File: src/hdl/cle_pkg.sv
// Package for the console line editor: sizes, key codes, item and control types.
package cle_pkg;

  // Ring size (a power of two) and derived widths
  localparam int unsigned DEPTH  = 128;
  localparam int unsigned ADDR_W = $clog2(DEPTH);
  localparam int unsigned PTR_W  = ADDR_W + 1;

  // Control keys
  localparam logic [7:0] KEY_DUMP = 8'h10;
  localparam logic [7:0] KEY_KILL = 8'h15;
  localparam logic [7:0] KEY_BS   = 8'h08;
  localparam logic [7:0] KEY_DEL  = 8'h7F;
  localparam logic [7:0] KEY_EOF  = 8'h04;
  localparam logic [7:0] KEY_CR   = 8'h0D;
  localparam logic [7:0] KEY_LF   = 8'h0A;
  localparam logic [7:0] KEY_NUL  = 8'h00;

  // Request kinds
  localparam logic REQ_CHAR = 1'b0;
  localparam logic REQ_READ = 1'b1;

  typedef struct packed {
    logic       req_type;
    logic [7:0] rx_char;
    logic       first_of_read;
  } in_item_t;

  typedef struct packed {
    logic       echo_valid;
    logic [7:0] echo_char;
    logic [7:0] erase_count;
    logic       wake;
    logic       dump_request;
    logic       read_valid;
    logic [7:0] read_char;
    logic       read_eof;
    logic       read_line_end;
  } out_item_t;

  typedef enum logic [1:0] {
    ST_IDLE,
    ST_DECODE,
    ST_READ,
    ST_HOLD
  } state_e;

  // Controller to datapath
  typedef struct packed {
    logic capture;
    logic exec_char;
    logic rd_en;
    logic exec_read;
    logic exec_empty;
  } cmd_t;

  // Datapath to controller
  typedef struct packed {
    logic is_read;
    logic has_data;
  } status_t;

endpackage

File: src/hdl/cle_ram.sv
// Generic single-port-write, single-port-read RAM with registered read data.
module cle_ram #(
  parameter int unsigned WIDTH = 8,
  parameter int unsigned DEPTH = 128
) (
  input  logic                     clk_i,
  input  logic                     we_i,
  input  logic [$clog2(DEPTH)-1:0] waddr_i,
  input  logic [WIDTH-1:0]         wdata_i,
  input  logic                     re_i,
  input  logic [$clog2(DEPTH)-1:0] raddr_i,
  output logic [WIDTH-1:0]         rdata_o
);

  logic [WIDTH-1:0] mem_q [DEPTH];
  logic [WIDTH-1:0] rdata_q;

  // Write port
  always_ff @(posedge clk_i) begin
    if (we_i) begin
      mem_q[waddr_i] <= wdata_i;
    end
  end

  // Registered read port
  always_ff @(posedge clk_i) begin
    if (re_i) begin
      rdata_q <= mem_q[raddr_i];
    end
  end

  assign rdata_o = rdata_q;

endmodule

File: src/hdl/cle_datapath.sv
// Datapath of the console line editor: pointers, line ring and result register.
module cle_datapath import cle_pkg::*; (
  input  logic      clk_i,
  input  logic      rst_ni,
  input  cmd_t      cmd_i,
  input  in_item_t  in_item_i,
  output status_t   status_o,
  output out_item_t out_item_o
);

  localparam logic [PTR_W-1:0] DepthPtr = PTR_W'(DEPTH);
  localparam logic [PTR_W-1:0] OnePtr   = PTR_W'(1);

  logic [PTR_W-1:0] rd_ptr_q, rd_ptr_d;
  logic [PTR_W-1:0] cm_ptr_q, cm_ptr_d;
  logic [PTR_W-1:0] ed_ptr_q, ed_ptr_d;
  in_item_t         item_q;
  out_item_t        res_q, res_d;

  logic [PTR_W-1:0]   fill;
  logic [PTR_W-1:0]   fill_next;
  logic [PTR_W-1:0]   span;
  logic [PTR_W+7:0]   span_w;
  logic [7:0]         span_sat;
  logic [7:0]         ch_map;
  logic               we;
  logic [7:0]         rdata;

  // Pointer differences, modulo twice the ring size
  assign fill      = ed_ptr_q - rd_ptr_q;
  assign fill_next = fill + OnePtr;
  assign span      = ed_ptr_q - cm_ptr_q;
  assign span_w    = {8'd0, span};
  assign span_sat  = (span_w > (PTR_W + 8)'(255)) ? 8'hFF : span_w[7:0];
  assign ch_map    = (item_q.rx_char == KEY_CR) ? KEY_LF : item_q.rx_char;

  assign status_o.is_read  = (item_q.req_type == REQ_READ);
  assign status_o.has_data = (rd_ptr_q != cm_ptr_q);

  // Execute the held item
  always_comb begin
    rd_ptr_d = rd_ptr_q;
    cm_ptr_d = cm_ptr_q;
    ed_ptr_d = ed_ptr_q;
    res_d    = res_q;
    we       = 1'b0;
    if (cmd_i.exec_char) begin
      res_d = '0;
      priority if (item_q.rx_char == KEY_DUMP) begin
        res_d.dump_request = 1'b1;
      end else if (item_q.rx_char == KEY_KILL) begin
        ed_ptr_d          = cm_ptr_q;
        res_d.erase_count = span_sat;
      end else if (item_q.rx_char == KEY_BS || item_q.rx_char == KEY_DEL) begin
        if (ed_ptr_q != cm_ptr_q) begin
          ed_ptr_d          = ed_ptr_q - OnePtr;
          res_d.erase_count = 8'd1;
        end
      end else if (item_q.rx_char != KEY_NUL && !fill[PTR_W-1]) begin
        we               = 1'b1;
        res_d.echo_valid = 1'b1;
        res_d.echo_char  = ch_map;
        ed_ptr_d         = ed_ptr_q + OnePtr;
        if (ch_map == KEY_LF || ch_map == KEY_EOF || fill_next == DepthPtr) begin
          cm_ptr_d   = ed_ptr_q + OnePtr;
          res_d.wake = 1'b1;
        end
      end else begin
        res_d = '0;
      end
    end else if (cmd_i.exec_read) begin
      res_d            = '0;
      res_d.read_valid = 1'b1;
      res_d.read_char  = rdata;
      if (rdata == KEY_EOF) begin
        res_d.read_eof = 1'b1;
        if (item_q.first_of_read) begin
          rd_ptr_d = rd_ptr_q + OnePtr;
        end
      end else begin
        rd_ptr_d            = rd_ptr_q + OnePtr;
        res_d.read_line_end = (rdata == KEY_LF);
      end
    end else if (cmd_i.exec_empty) begin
      res_d = '0;
    end
  end

  // Pointer registers
  always_ff @(posedge clk_i or negedge rst_ni) begin
    if (!rst_ni) begin
      rd_ptr_q <= '0;
      cm_ptr_q <= '0;
      ed_ptr_q <= '0;
    end else begin
      rd_ptr_q <= rd_ptr_d;
      cm_ptr_q <= cm_ptr_d;
      ed_ptr_q <= ed_ptr_d;
    end
  end

  // Item and result registers
  always_ff @(posedge clk_i) begin
    if (cmd_i.capture) begin
      item_q <= in_item_i;
    end
    res_q <= res_d;
  end

  cle_ram #(
    .WIDTH (8),
    .DEPTH (DEPTH)
  ) u_ring (
    .clk_i   (clk_i),
    .we_i    (we),
    .waddr_i (ed_ptr_q[ADDR_W-1:0]),
    .wdata_i (ch_map),
    .re_i    (cmd_i.rd_en),
    .raddr_i (rd_ptr_q[ADDR_W-1:0]),
    .rdata_o (rdata)
  );

  assign out_item_o = res_q;

  // Ring never holds more than its size
  a_fill_bound: assert property (@(posedge clk_i) disable iff (!rst_ni)
    (ed_ptr_q - rd_ptr_q) <= DepthPtr)
    else $error("ring fill exceeds depth");

  // Commit point lies between read and edit points
  a_commit_order: assert property (@(posedge clk_i) disable iff (!rst_ni)
    (cm_ptr_q - rd_ptr_q) <= (ed_ptr_q - rd_ptr_q))
    else $error("commit pointer outside read..edit span");

  // Ring read data is consumed the cycle after it is fetched
  a_read_follow: assert property (@(posedge clk_i) disable iff (!rst_ni)
    cmd_i.rd_en |=> cmd_i.exec_read)
    else $error("ring read not followed by read execution");

endmodule

File: src/hdl/cle_ctrl.sv
// Controller state machine of the console line editor.
module cle_ctrl import cle_pkg::*; (
  input  logic    clk_i,
  input  logic    rst_ni,
  input  logic    in_valid_i,
  output logic    in_stall_o,
  output logic    out_valid_o,
  input  logic    out_stall_i,
  input  status_t status_i,
  output cmd_t    cmd_o
);

  state_e state_q, state_d;

  // Next state
  always_comb begin
    state_d = state_q;
    unique case (state_q)
      ST_IDLE: begin
        if (in_valid_i) begin
          state_d = ST_DECODE;
        end
      end
      ST_DECODE: begin
        if (status_i.is_read && status_i.has_data) begin
          state_d = ST_READ;
        end else begin
          state_d = ST_HOLD;
        end
      end
      ST_READ: state_d = ST_HOLD;
      ST_HOLD: begin
        if (!out_stall_i) begin
          state_d = ST_IDLE;
        end
      end
      default: state_d = ST_IDLE;
    endcase
  end

  // Outputs
  always_comb begin
    cmd_o       = '0;
    in_stall_o  = 1'b1;
    out_valid_o = 1'b0;
    unique case (state_q)
      ST_IDLE: begin
        in_stall_o    = 1'b0;
        cmd_o.capture = in_valid_i;
      end
      ST_DECODE: begin
        cmd_o.exec_char  = !status_i.is_read;
        cmd_o.rd_en      = status_i.is_read && status_i.has_data;
        cmd_o.exec_empty = status_i.is_read && !status_i.has_data;
      end
      ST_READ: cmd_o.exec_read = 1'b1;
      ST_HOLD: out_valid_o = 1'b1;
      default: ;
    endcase
  end

  always_ff @(posedge clk_i or negedge rst_ni) begin
    if (!rst_ni) begin
      state_q <= ST_IDLE;
    end else begin
      state_q <= state_d;
    end
  end

endmodule

File: src/hdl/console_line_editor_top.sv
// Top level of the console line editor: controller, datapath and ring.
//
// Input channel (in_valid_i / in_stall_o / in_item_i) carries either a
// received character or a request to read one committed byte. Output
// channel (out_valid_o / out_stall_i / out_item_o) returns exactly one
// result item per input item, in order.
// One item is worked at a time. A received character passes through the
// decode and hold states; a read that finds committed data also passes
// through the read state, for the registered read of the line ring. The
// result item is registered and valid on the output in the hold state;
// once it is taken, the block returns to idle and accepts the next item.
// While the receiver stalls, the result item holds steady on the output and
// in_stall_o stays high; nothing is dropped.
// Reset (rst_ni low, asynchronous) clears the read, commit and edit
// pointers and returns the controller to idle. The ring contents are not
// cleared; entries are only read after they were written.
module console_line_editor_top import cle_pkg::*; (
  input  logic      clk_i,
  input  logic      rst_ni,
  input  logic      in_valid_i,
  output logic      in_stall_o,
  input  in_item_t  in_item_i,
  output logic      out_valid_o,
  input  logic      out_stall_i,
  output out_item_t out_item_o
);

  cmd_t    cmd;
  status_t status;

  cle_ctrl u_ctrl (
    .clk_i       (clk_i),
    .rst_ni      (rst_ni),
    .in_valid_i  (in_valid_i),
    .in_stall_o  (in_stall_o),
    .out_valid_o (out_valid_o),
    .out_stall_i (out_stall_i),
    .status_i    (status),
    .cmd_o       (cmd)
  );

  cle_datapath u_datapath (
    .clk_i      (clk_i),
    .rst_ni     (rst_ni),
    .cmd_i      (cmd),
    .in_item_i  (in_item_i),
    .status_o   (status),
    .out_item_o (out_item_o)
  );

endmodule
File: config.mk
export PLATFORM = sky130hd
export DESIGN_NAME = console_line_editor_top
export DESIGN_NICKNAME = d
export VERILOG_FILES = /design/src/hdl/cle_pkg.sv /design/src/hdl/cle_ram.sv /design/src/hdl/cle_datapath.sv /design/src/hdl/cle_ctrl.sv /design/src/hdl/console_line_editor_top.sv
export SDC_FILE = /design/constraint.sdc
export NUM_CORES = 1
export LEC_CHECK = 0
export BUFFER_PORTS_ARGS = -buffer_cell sky130_fd_sc_hd__buf_2
export CAP_MARGIN = 20
export CORE_MARGIN = 2
export CORE_UTILIZATION = 56
export DETAILED_ROUTE_END_ITERATION = 16
export PLACE_DENSITY = 0.74
export SYNTH_ARGS = -nofsm -noshare
export SYNTH_HDL_FRONTEND = slang
export SYNTH_SLANG_ARGS = --single-unit
File: constraint.sdc
create_clock -name clk_i -period 5.11 [get_ports clk_i]
set_input_delay 0.7665 -clock clk_i [delete_from_list [all_inputs] [get_ports clk_i]]
set_output_delay 0.7665 -clock clk_i [all_outputs]
set_load 0.01 [all_outputs]
# ---- Yosys cells after proc, flatten, opt, wreduce, memory -nomap -nowiden
# Memories as Yosys holds them, arrays and structs flattened. A register that Yosys moved wholly into a read port is not among the register bits.
# Index checks and enable logic that the tools add are counted.
# Widths: inputs -> output; s select.
dict set report totals {
  ram_bits 1024
  elab_cells 107
  regBits 66
  output_inout_bits 32
  mem_count 1
  input_bits 14
}
# name words word_bits rd rd_ports_with_merged_regs write_ports line
set memory_table {}
lappend memory_table {u_datapath.u_ring.mem_q 128 8 1 1 1 cle_ram.sv:15} ;# logic [WIDTH-1:0] mem_q [DEPTH];
dict set report classes {
  addsub 6
  reduce_logical 17
  n_eq_ne 19
  n_bitwise 4
  magnitude_cmp 1
  mux 43
}
# operator count
set op_table {}
lappend op_table {{$mux 30} 3}
lappend op_table {{$mux 8} 9}
lappend op_table {{$eq 8x4->1 const B} 4}
lappend op_table {{$mux 9} 3}
lappend op_table {{$mux 13} 2}
lappend op_table {{$add 8x1->8 const B} 3}
lappend op_table {{$mux 1} 20}
lappend op_table {{$mux 18} 1}
lappend op_table {{$eq 8x3->1 const B} 2}
lappend op_table {{$eq 8x5->1 const B} 2}
lappend op_table {{$ne 8x8->1} 2}
lappend op_table {{$sub 8x8->8} 2}
lappend op_table {{$mux 11} 1}
lappend op_table {{$eq 8x7->1 const B} 1}
lappend op_table {{$eq 8x8->1 const B} 1}
lappend op_table {{$gt 8x8->1 const B} 1}
lappend op_table {{$pmux 2 s4} 1}
lappend op_table {{$reduce_bool 8->1} 1}
lappend op_table {{$sub 8x1->8 const B} 1}
lappend op_table {{$mux 2} 3}
lappend op_table {{$reduce_and 6->1} 1}
lappend op_table {{$reduce_bool 3->1} 2}
lappend op_table {{$eq 2x2->1 const B} 2}
lappend op_table {{$ne 2x2->1 const B} 2}
lappend op_table {{other kinds (11)} 20}

# ---- Logic depth before layout (Yosys ltp)
# Gate-level depths: netlist of the first run.
dict set report depth {
  ltp_word 11
  ltp_mapped 15
  ltp_nobuf 10
}

# ---- By module
# Synthesis of the first run repeated with hierarchy kept, for this count alone.
dict set report unflattened {
  hier_cells 1999
  area_unflattened_um2 43797.0
}
# mod instances seq_area_each_um2 area_each_um2 cells_each
set modules_own_cells {}
lappend modules_own_cells {cle_ram 1 30989.7 39745.6 1635}
lappend modules_own_cells {cle_datapath 1 1801.7 3833.7 341}
lappend modules_own_cells {cle_ctrl 1 50.0 217.7 23}

# ---- Worst setup path after synthesis of the first run
# Ideal clock, no wire load.
dict set report synth_path {
  kind {flip-flop to flip-flop}
  from {register u_datapath.item_q[3] in the netlist's numbering}
  to {memory u_datapath.u_ring.mem_q[0][0], data pin}
  setup_time_ns 0.834
  t_required_ns 4.276
  t_arrival_ns 3.923
  setup_slack_ns 0.352
  path_stages_with_launch 6
  period_less_slack_ns 4.758
  n_path_buf 0
  cell_sequence {edfxtp_1 > nand2_1 > nor2_1 > nand2_1 > nor2_1 > nor2b_1}
}
dict set report synth_between {
  elab_chain_len 2
}
# element line
set synth_lines {}
lappend synth_lines {{from (decl)} cle_datapath.sv:17} ;# in_item_t item_q;
lappend synth_lines {{from (signal assigned)} cle_datapath.sv:105} ;# item_q <= in_item_i;
lappend synth_lines {{$eq 8x4->1} cle_datapath.sv:35} ;# assign ch_map = (item_q.rx_char == KEY_CR) ? KEY_LF : item_q.rx_char;
lappend synth_lines {{$mux 8} cle_datapath.sv:35}
lappend synth_lines {{net u_datapath.ch_map[0]} cle_datapath.sv:25} ;# logic [7:0] ch_map;
lappend synth_lines {{to (decl)} cle_ram.sv:15}
# The timed path passes the listed nets, and every way through them passes these cells.

# ---- Worst setup path in the final report of the first run
dict set report layout_path {
  from {register u_datapath.rd_ptr_q[6]}
  to {memory u_datapath.u_ring.mem_q[85][7], enable pin}
}
dict set report layout_between {
  elab_chain_len 10
}
# element line
set layout_lines {}
lappend layout_lines {{from (decl)} cle_datapath.sv:14} ;# logic [PTR_W-1:0] rd_ptr_q, rd_ptr_d;
lappend layout_lines {{from (signal assigned)} cle_datapath.sv:96} ;# rd_ptr_q <= rd_ptr_d;
lappend layout_lines {{$sub 8x8->8} cle_datapath.sv:30} ;# assign fill = ed_ptr_q - rd_ptr_q;
lappend layout_lines {{$logic_not 1->1} cle_datapath.sv:59} ;# end else if (item_q.rx_char != KEY_NUL && !fill[PTR_W-1]) begin
lappend layout_lines {{$logic_and 1x1->1} cle_datapath.sv:59}
lappend layout_lines {{$mux 1} cle_datapath.sv:59}
lappend layout_lines {{$mux 1} cle_datapath.sv:54} ;# end else if (item_q.rx_char == KEY_BS || item_q.rx_char == KEY_DEL) begin
lappend layout_lines {{$mux 1} cle_datapath.sv:51} ;# end else if (item_q.rx_char == KEY_KILL) begin
lappend layout_lines {{$mux 1} cle_datapath.sv:49} ;# priority if (item_q.rx_char == KEY_DUMP) begin
lappend layout_lines {{$mux 1} cle_datapath.sv:47} ;# if (cmd_i.exec_char) begin
lappend layout_lines {{$mux 1} cle_ram.sv:20} ;# if (we_i) begin
lappend layout_lines {{$mux 1 (implied by the code)} cle_ram.sv:21} ;# mem_q[waddr_i] <= wdata_i;
# Every way passes these cells.

==> impl_results.md, run 1 <==
- Tot GR Track Use: between 20% and 30%
- Critical-path cell list: clkinv_1, ha_1, a21oi_1, o21ai_0, a2111oi_0, nor2_1, or4_2, nor2_1
- Final nets: between 2,000 and 2,500
- Slew Limit Fails: 0
- CTS buffer count: 105
- Worst endpoint required time: 5.39 ns
- Vias: around 22,000
- # H-tree levels: 3
- Part of the cycle the worst path needs: between 80% and 90%
- Cell Rows: ~100
- Hold WS: about 0.17 ns
- CTS Root Cell: clkbuf_16
- Crit path DAT: 4.73 ns
- CP delay by family, top: simple AND/OR/NAND/NOR gates
- Power per Cell Area: around 530 mW/mm^2
- Worst R2R Path Depth: 8
- Layout cell share with drive strength beyond 1: between 20 and 25%
- Synth Warn #: 0
- Die Ht: approximately 280 microns
- Vias/cell: 6.441
- Initial DRC Count: about 2,500
- Commonest non-fill, non-tap cells in the layout: 1,072 x edfxtp_1, 278 x mux4_2, 166 x nor2_1
- TNS Setup: 0 ns
- Die width: 283.9 microns
- Area delta synth->final: 10.86%
- CP endpoint kind: flop
- Antenna violations before repair: 0
- Wire per inst: a little under 30 microns
- Syn Inst Count: 2,169
- Register bit total from synthesis: between 1,000 and 1,500
- # DRC: 0
- Clock sink count: between 1,000 and 1,500
- Relative slew slack: 27.93%
- Crit path buffers/inverters: 1
- Async SR Flop Fraction: 2.368%
- Hold crit path type: primary input to async pin
- Fill cells: between 5,000 and 6,000
- Die ar.: 0.08062 sq mm
- Clk_skew: 0.02422 ns
- Area of the multi-input gates: 0.01033 sq mm
- Worst-path maximum fanout: 13
- CTS max path bufs: 3
- RSZ-0062 raised after global routing: no
- Resized cells post-CTS: 0
- Post-route ant nets: 0
- Initial cell density of the core: a little under three fifths
- Core area: 0.07747 sq mm
- Worst path slowest cell: or4_2
- Area leader, netlist: edfxtp_1
- Final HPWL DP: 59,830 microns
- TritonCTS clock tree: built
- Synth cell types: 65
- Post-synth top area share: 73.35%
- Gr ovfl total: 0
- CTS Hold Buffers Added: 0
- Static Leak: approximately 15 nW
- Syn Std Cell Area: 0.04388 sq mm
- Vias in the first global route: between 20,000 and 25,000
- First-pass GRT wire length: ~150,000 microns
- Worst-Skew Late Latency: between 0.6 and 0.7 ns
- Endpoints failing setup: 0
- Mapped Avg Cell Area: 20.23 sq um
- Number of flops mapped to enable cells by yosys: roughly 1,100
- Startpoint Class: flop
- Top post-synthesis cells by area: edfxtp_1 73%, mux4_2 14%, dfrtp_1 1.5%
- Post-synthesis sequential area ratio: between 70% and 80%
- Peak VDD IR: about 430 uV
- IO Pins: 46
- Most common cell after layout, fill and taps aside: edfxtp_1
- Crit Path Class: flop to flop
- Max incr delay on CP: ~1.1 ns
- Final min period: between 4 and 5 ns
- Levels on crit path: 8
- Antenna diode count: 0
- Run status: completed
- Largest net degree at the start of global routing: about 150
- Most frequent CP cell: nor2_1
- F_max: 225.2 MHz
- Final count of hold timing violations: 0
- Post-CTS Repair Setup Buffers: 0
- Top_reg_cell synth: edfxtp_1
- Worst Tran Pin Value: 1.081 ns
- MaxCap Viol Count: 0
- Clock transition at the registers of the reported paths: about 0.070 ns
- Placer Congestion: a little over 0.9
- Sequential cell area: about 0.033 sq mm
- WL final: 99,610 microns
- Syn Nets: between 2,000 and 2,500
- Drt pass-1 iters: 5
- PortBufs: 45
==> logic make-up (layout without fill, tap and decap cells) <==
| family | count (synthesis) | after routing | synth area share [%] |
|---|---|---|---|
| AOI/OAI and AO/OA | 166 | 166 | 2.415 |
| xor gates and xnor gates | 33 | 33 | 0.6586 |
| adders and majority gates | 25 | 25 | 0.7470 |
| buffers and inverters | 145 | 326 | 1.671 |
| DFF | 1098 | 1098 | 74.84 |
| muxes | 354 | 354 | 16.08 |
| and+or+nand+nor | 348 | 348 | 3.595 |
==> worst reg2reg max path, cell delays in order (launching register included) <==
cell and delay [ns]:
dfrtp_1 0.56, clkinv_1 0.36, ha_1 0.42, a21oi_1 0.16
o21ai_0 0.18, a2111oi_0 0.50, nor2_1 0.12, or4_2 1.05
nor2_1 0.70
==> where the power goes <==
| part | switching, mW | internal [mW] |
|---|---|---|
| clock | 3.27 | 4.25 |
| sequential | 0.186 | 10.5 |
| combinational | 4.34 | 3.11 |
| total | 7.79 | 17.8 |
==> sequential cells by signal (all words and copies together), names as in the netlist <==
register / flops
u_datapath.out_item_o: 30
u_datapath.u_ring.mem_q: 1024
u_datapath.item_q: 9
u_datapath.rd_ptr_q: 8
u_datapath.u_ring.rdata_o: 8
u_datapath.ed_ptr_q: 8
u_datapath.status_o: 1
u_ctrl.state_q: 2
u_datapath.cm_ptr_q: 8
==> area by class of cell <==
class	instances	share of cell area (%)
Sequential cell	1098	67.53
Multi-Input combinational cell	926	21.24
Clock buffer	129	5.673
Tap cell	1040	2.675
Timing Repair Buffer	106	1.507
Clock inverter	63	1.155
Inverter	28	0.2186
==> synthesized netlist by cell type (20+ instances only) <==
library cell	n
inv_1	25
ha_1	23
a31oi_1	28
xnor2_1	25
edfxtp_1	1072
o21ai_0	37
nor2_1	166
mux4_2	278
mux2_2	21
nand2_1	78
mux2i_1	49
a22oi_1	20
clkbuf_1	41
dfrtp_1	26
a21oi_1	34
buf_2	40
==> metrics by stage <==
step / setup WS [ns] / instances / power, mW / area [sq um] / utilization, %
finish: 0.6693 / 3390 / 25.62 / 48650 / 62.80
global route: 0.5738 / 3390 / 26.50 / 48650 / 62.80
floorplan: 0.3525 / 2169 / 15.95 / 43880 / -
CTS: 0.7605 / 3390 / 25.70 / 48650 / 62.80
global placement: 0.8777 / 3198 / 18.17 / 45330 / 58.51
detailed placement: 0.8047 / 3198 / 18.25 / 45330 / 58.51
==> final timing paths <==
kind | start | endpoint | slack (ns)
max in group asynchronous | rst_ni | u_datapath.rd_ptr_q[1] | 4.35
setup reg to reg | u_datapath.rd_ptr_q[6] | u_datapath.u_ring.mem_q[85][7] | 0.67
setup / recovery | u_datapath.rd_ptr_q[6] | u_datapath.u_ring.mem_q[85][7] | 0.67
hold / removal | rst_ni | u_datapath.cm_ptr_q[2] | 0.17
hold reg to reg | u_datapath.u_ring.rdata_o[2] | u_datapath.out_item_o[0] | 0.60
min in group clk_i | in_item_i[6] | u_datapath.item_q[6] | 0.28
==> routing by layer <==
layer	GRT usage, %	part of all wire [%]	up-vias
li1	-	-	9079
met1	35.36	39	11380
met2	39.79	48	1211
met3	4.590	9.2	163
met4	9.180	3.4	0
met5	0	0	-
(Power assumes the default switching activity.)
==> inputs of run 2 (changes only) <==
--- a/config.mk
+++ b/config.mk
@@ -8,9 +8,10 @@
 export BUFFER_PORTS_ARGS = -buffer_cell sky130_fd_sc_hd__buf_2
 export CAP_MARGIN = 20
 export CORE_MARGIN = 2
-export CORE_UTILIZATION = 56
+export CORE_UTILIZATION = 57
 export DETAILED_ROUTE_END_ITERATION = 16
-export PLACE_DENSITY = 0.74
+export PLACE_DENSITY = 0.75
+export SETUP_SLACK_MARGIN = 0.3
 export SYNTH_ARGS = -nofsm -noshare
 export SYNTH_HDL_FRONTEND = slang
 export SYNTH_SLANG_ARGS = --single-unit
==> run 2 against run 1 <==
  * Die area shrank 1.7%
  * Worst setup slack gained 0.14 ns
  * Design area shrank 0.22%
  * Power shrank 0.43%
  * Largest power group unchanged
  * Highest routed layer is now met5
==> impl_results.md, run 2 (same netlist as run 1, synthesis figures left out) <==
- Worst-Skew Late Latency: 0.67 ns
- Final min period: about 4.3 ns
- CTS max path bufs: 3
- CTS buffer count: between 100 and 150
- IO Pins: between 40 and 50
- Core area: roughly 0.076 sq mm
- Initial DRC Count: ~3,000
- CP endpoint kind: flop
- Worst-path maximum fanout: 19
- Power per Cell Area: 525.6 mW/mm^2
- Endpoints failing setup: 0
- Critical-path cell list: clkinv_1, ha_1, a21oi_1, o21ai_0, a2111oi_0, or2_1, buf_4, nand3_1, buf_4, nor2_1
- Crit Path Class: flop to flop
- Post-CTS Repair Setup Buffers: 0
- Fin cells: approximately 3,400
- Clk_skew: ~0.021 ns
- TNS Setup: 0 ns
- Relative slew slack: just over 30%
- F_max: between 200 and 250 MHz
- Hold WS: about 0.15 ns
- Placed cells: 3,176
- # H-tree levels: 3
- Tot GR Track Use: 25.84%
- Antenna violations before repair: 2
- Drt pass-1 iters: 6
- DP Worst Slack: about 0.96 ns
- Crit path DAT: approximately 4.6 ns
- Hold crit path type: primary input to async pin
- Most frequent CP cell: buf_4
- Largest net degree at the start of global routing: around 150
- TritonCTS clock tree: built
- Final Worst Setup Slack: between 0.8 and 0.9 ns
- Initial cell density of the core: between 50 and 60%
- Static Leak: 15.40 nW
- Peak VDD IR: 449.5 uV
- # DRC: 0
- Clock sink count: 1,098
- Post-Layout Inst Area: around 0.05 sq mm
- Startpoint Class: flop
- Vias/cell: 6.602
- Cell Rows: roughly 100
- Antenna diode count: 0
- Commonest non-fill, non-tap cells in the layout: 1,072 x edfxtp_1, 278 x mux4_2, 166 x nor2_1
- Final nets: 2,291
- Slew Limit Fails: 0
- Clock transition at the registers of the reported paths: approximately 0.070 ns
- WL final: between 100,000 and 150,000 microns
- Worst Tran Pin Value: 1.031 ns
- Run status: completed
- Max incr delay on CP: between 0.7 and 0.8 ns
- Area delta synth->final: 10.62%
- Vias in the first global route: ~22,000
- Wire per inst: approximately 30 microns
- Die Ht: around 280 microns
- Final HPWL DP: approximately 60,000 microns
- CTS Root Cell: clkbuf_16
- Final count of hold timing violations: 0
- CTS Hold Buffers Added: 0
- Worst endpoint required time: roughly 5.4 ns
- Post-route ant nets: 0
- Most flops, register: u_datapath.u_ring.mem_q
- Final Util: 63.81%
- RSZ-0062 raised after global routing: no
- Vias: 22,230
- MaxCap Viol Count: 0
- Largest register FFs: between 1,000 and 1,500
- Most common cell after layout, fill and taps aside: edfxtp_1
- Worst path slowest cell: nor2_1
- Resized cells post-CTS: 0
- Gr ovfl total: 0
- Die width: roughly 280 microns
- PortBufs: 45
- Part of the cycle the worst path needs: between 80% and 90%
- Layout cell share with drive strength beyond 1: approximately a quarter
- Total chip power: 25.51 mW
- Dpl cell area: between 0.04 and 0.05 sq mm
- Die ar.: ~0.079 sq mm
- First-pass GRT wire length: around 150,000 microns
- Placer Congestion: roughly 0.94
==> run 2: cell count changes in the layout (fill, tap and decap cells not counted), moves of 2 or more <==
cell      previous run  this run
buf_4               57        43
buf_12               4         6
clkinv_2            18        22
clkinv_8             1         3
inv_6                4         2
==> run 2: path summary, 6_finish.rpt <==
kind                                             endpoint  slack [ns]  cells past startpoint                          from
max in group asynchronous          u_datapath.rd_ptr_q[0]        4.43                      1                        rst_ni
setup reg to reg           u_datapath.u_ring.mem_q[87][6]        0.81                     10        u_datapath.rd_ptr_q[4]
hold / removal                     u_datapath.cm_ptr_q[1]        0.15                      1                        rst_ni
min in group clk_i                   u_datapath.item_q[0]        0.28                      1                  in_item_i[0]
setup / recovery           u_datapath.u_ring.mem_q[87][6]        0.81                     10        u_datapath.rd_ptr_q[4]
hold reg to reg                  u_datapath.out_item_o[8]        0.58                      1  u_datapath.u_ring.rdata_o[6]
==> run 2: critical path, delay by kind of cell (launching register included) <==
family / cells / cell delay (ns)
and+or+nand+nor: 3 / 1.12
buffers and inverters: 3 / 0.95
AOI/OAI and AO/OA: 3 / 0.82
adders and majority gates: 1 / 0.41
DFF: 1 / 0.62
==> run 2: area by class of cell <==
type	instances	area, sq um
tap	1030	1289
multi-input combinational	926	10330
fill	4901	27530
inverter	28	106.4
clock inverter	63	555.5
sequential	1098	32850
timing repair buffer	94	668.1
clock buffer	129	2739
==> run 2: layer usage <==
metal | global-route usage, % | vias up | part of all wire [%] | routed length, microns
li1 | - | 9064 | - | -
met2 | 39.81 | 1321 | 47 | 47330
met5 | 0 | - | 0.032 | 32
met3 | 5.229 | 193 | 9.8 | 9816
met4 | 9.152 | 4 | 3.5 | 3464
met1 | 37.45 | 11650 | 39 | 39560
==> run 2: power breakdown <==
group	switching, mW	total, mW	leakage (nW)	internal [mW]
logic	4.23	7.32	3.79	3.09
clock network	3.24	7.46	1.60	4.21
registers	0.263	10.7	10.0	10.5
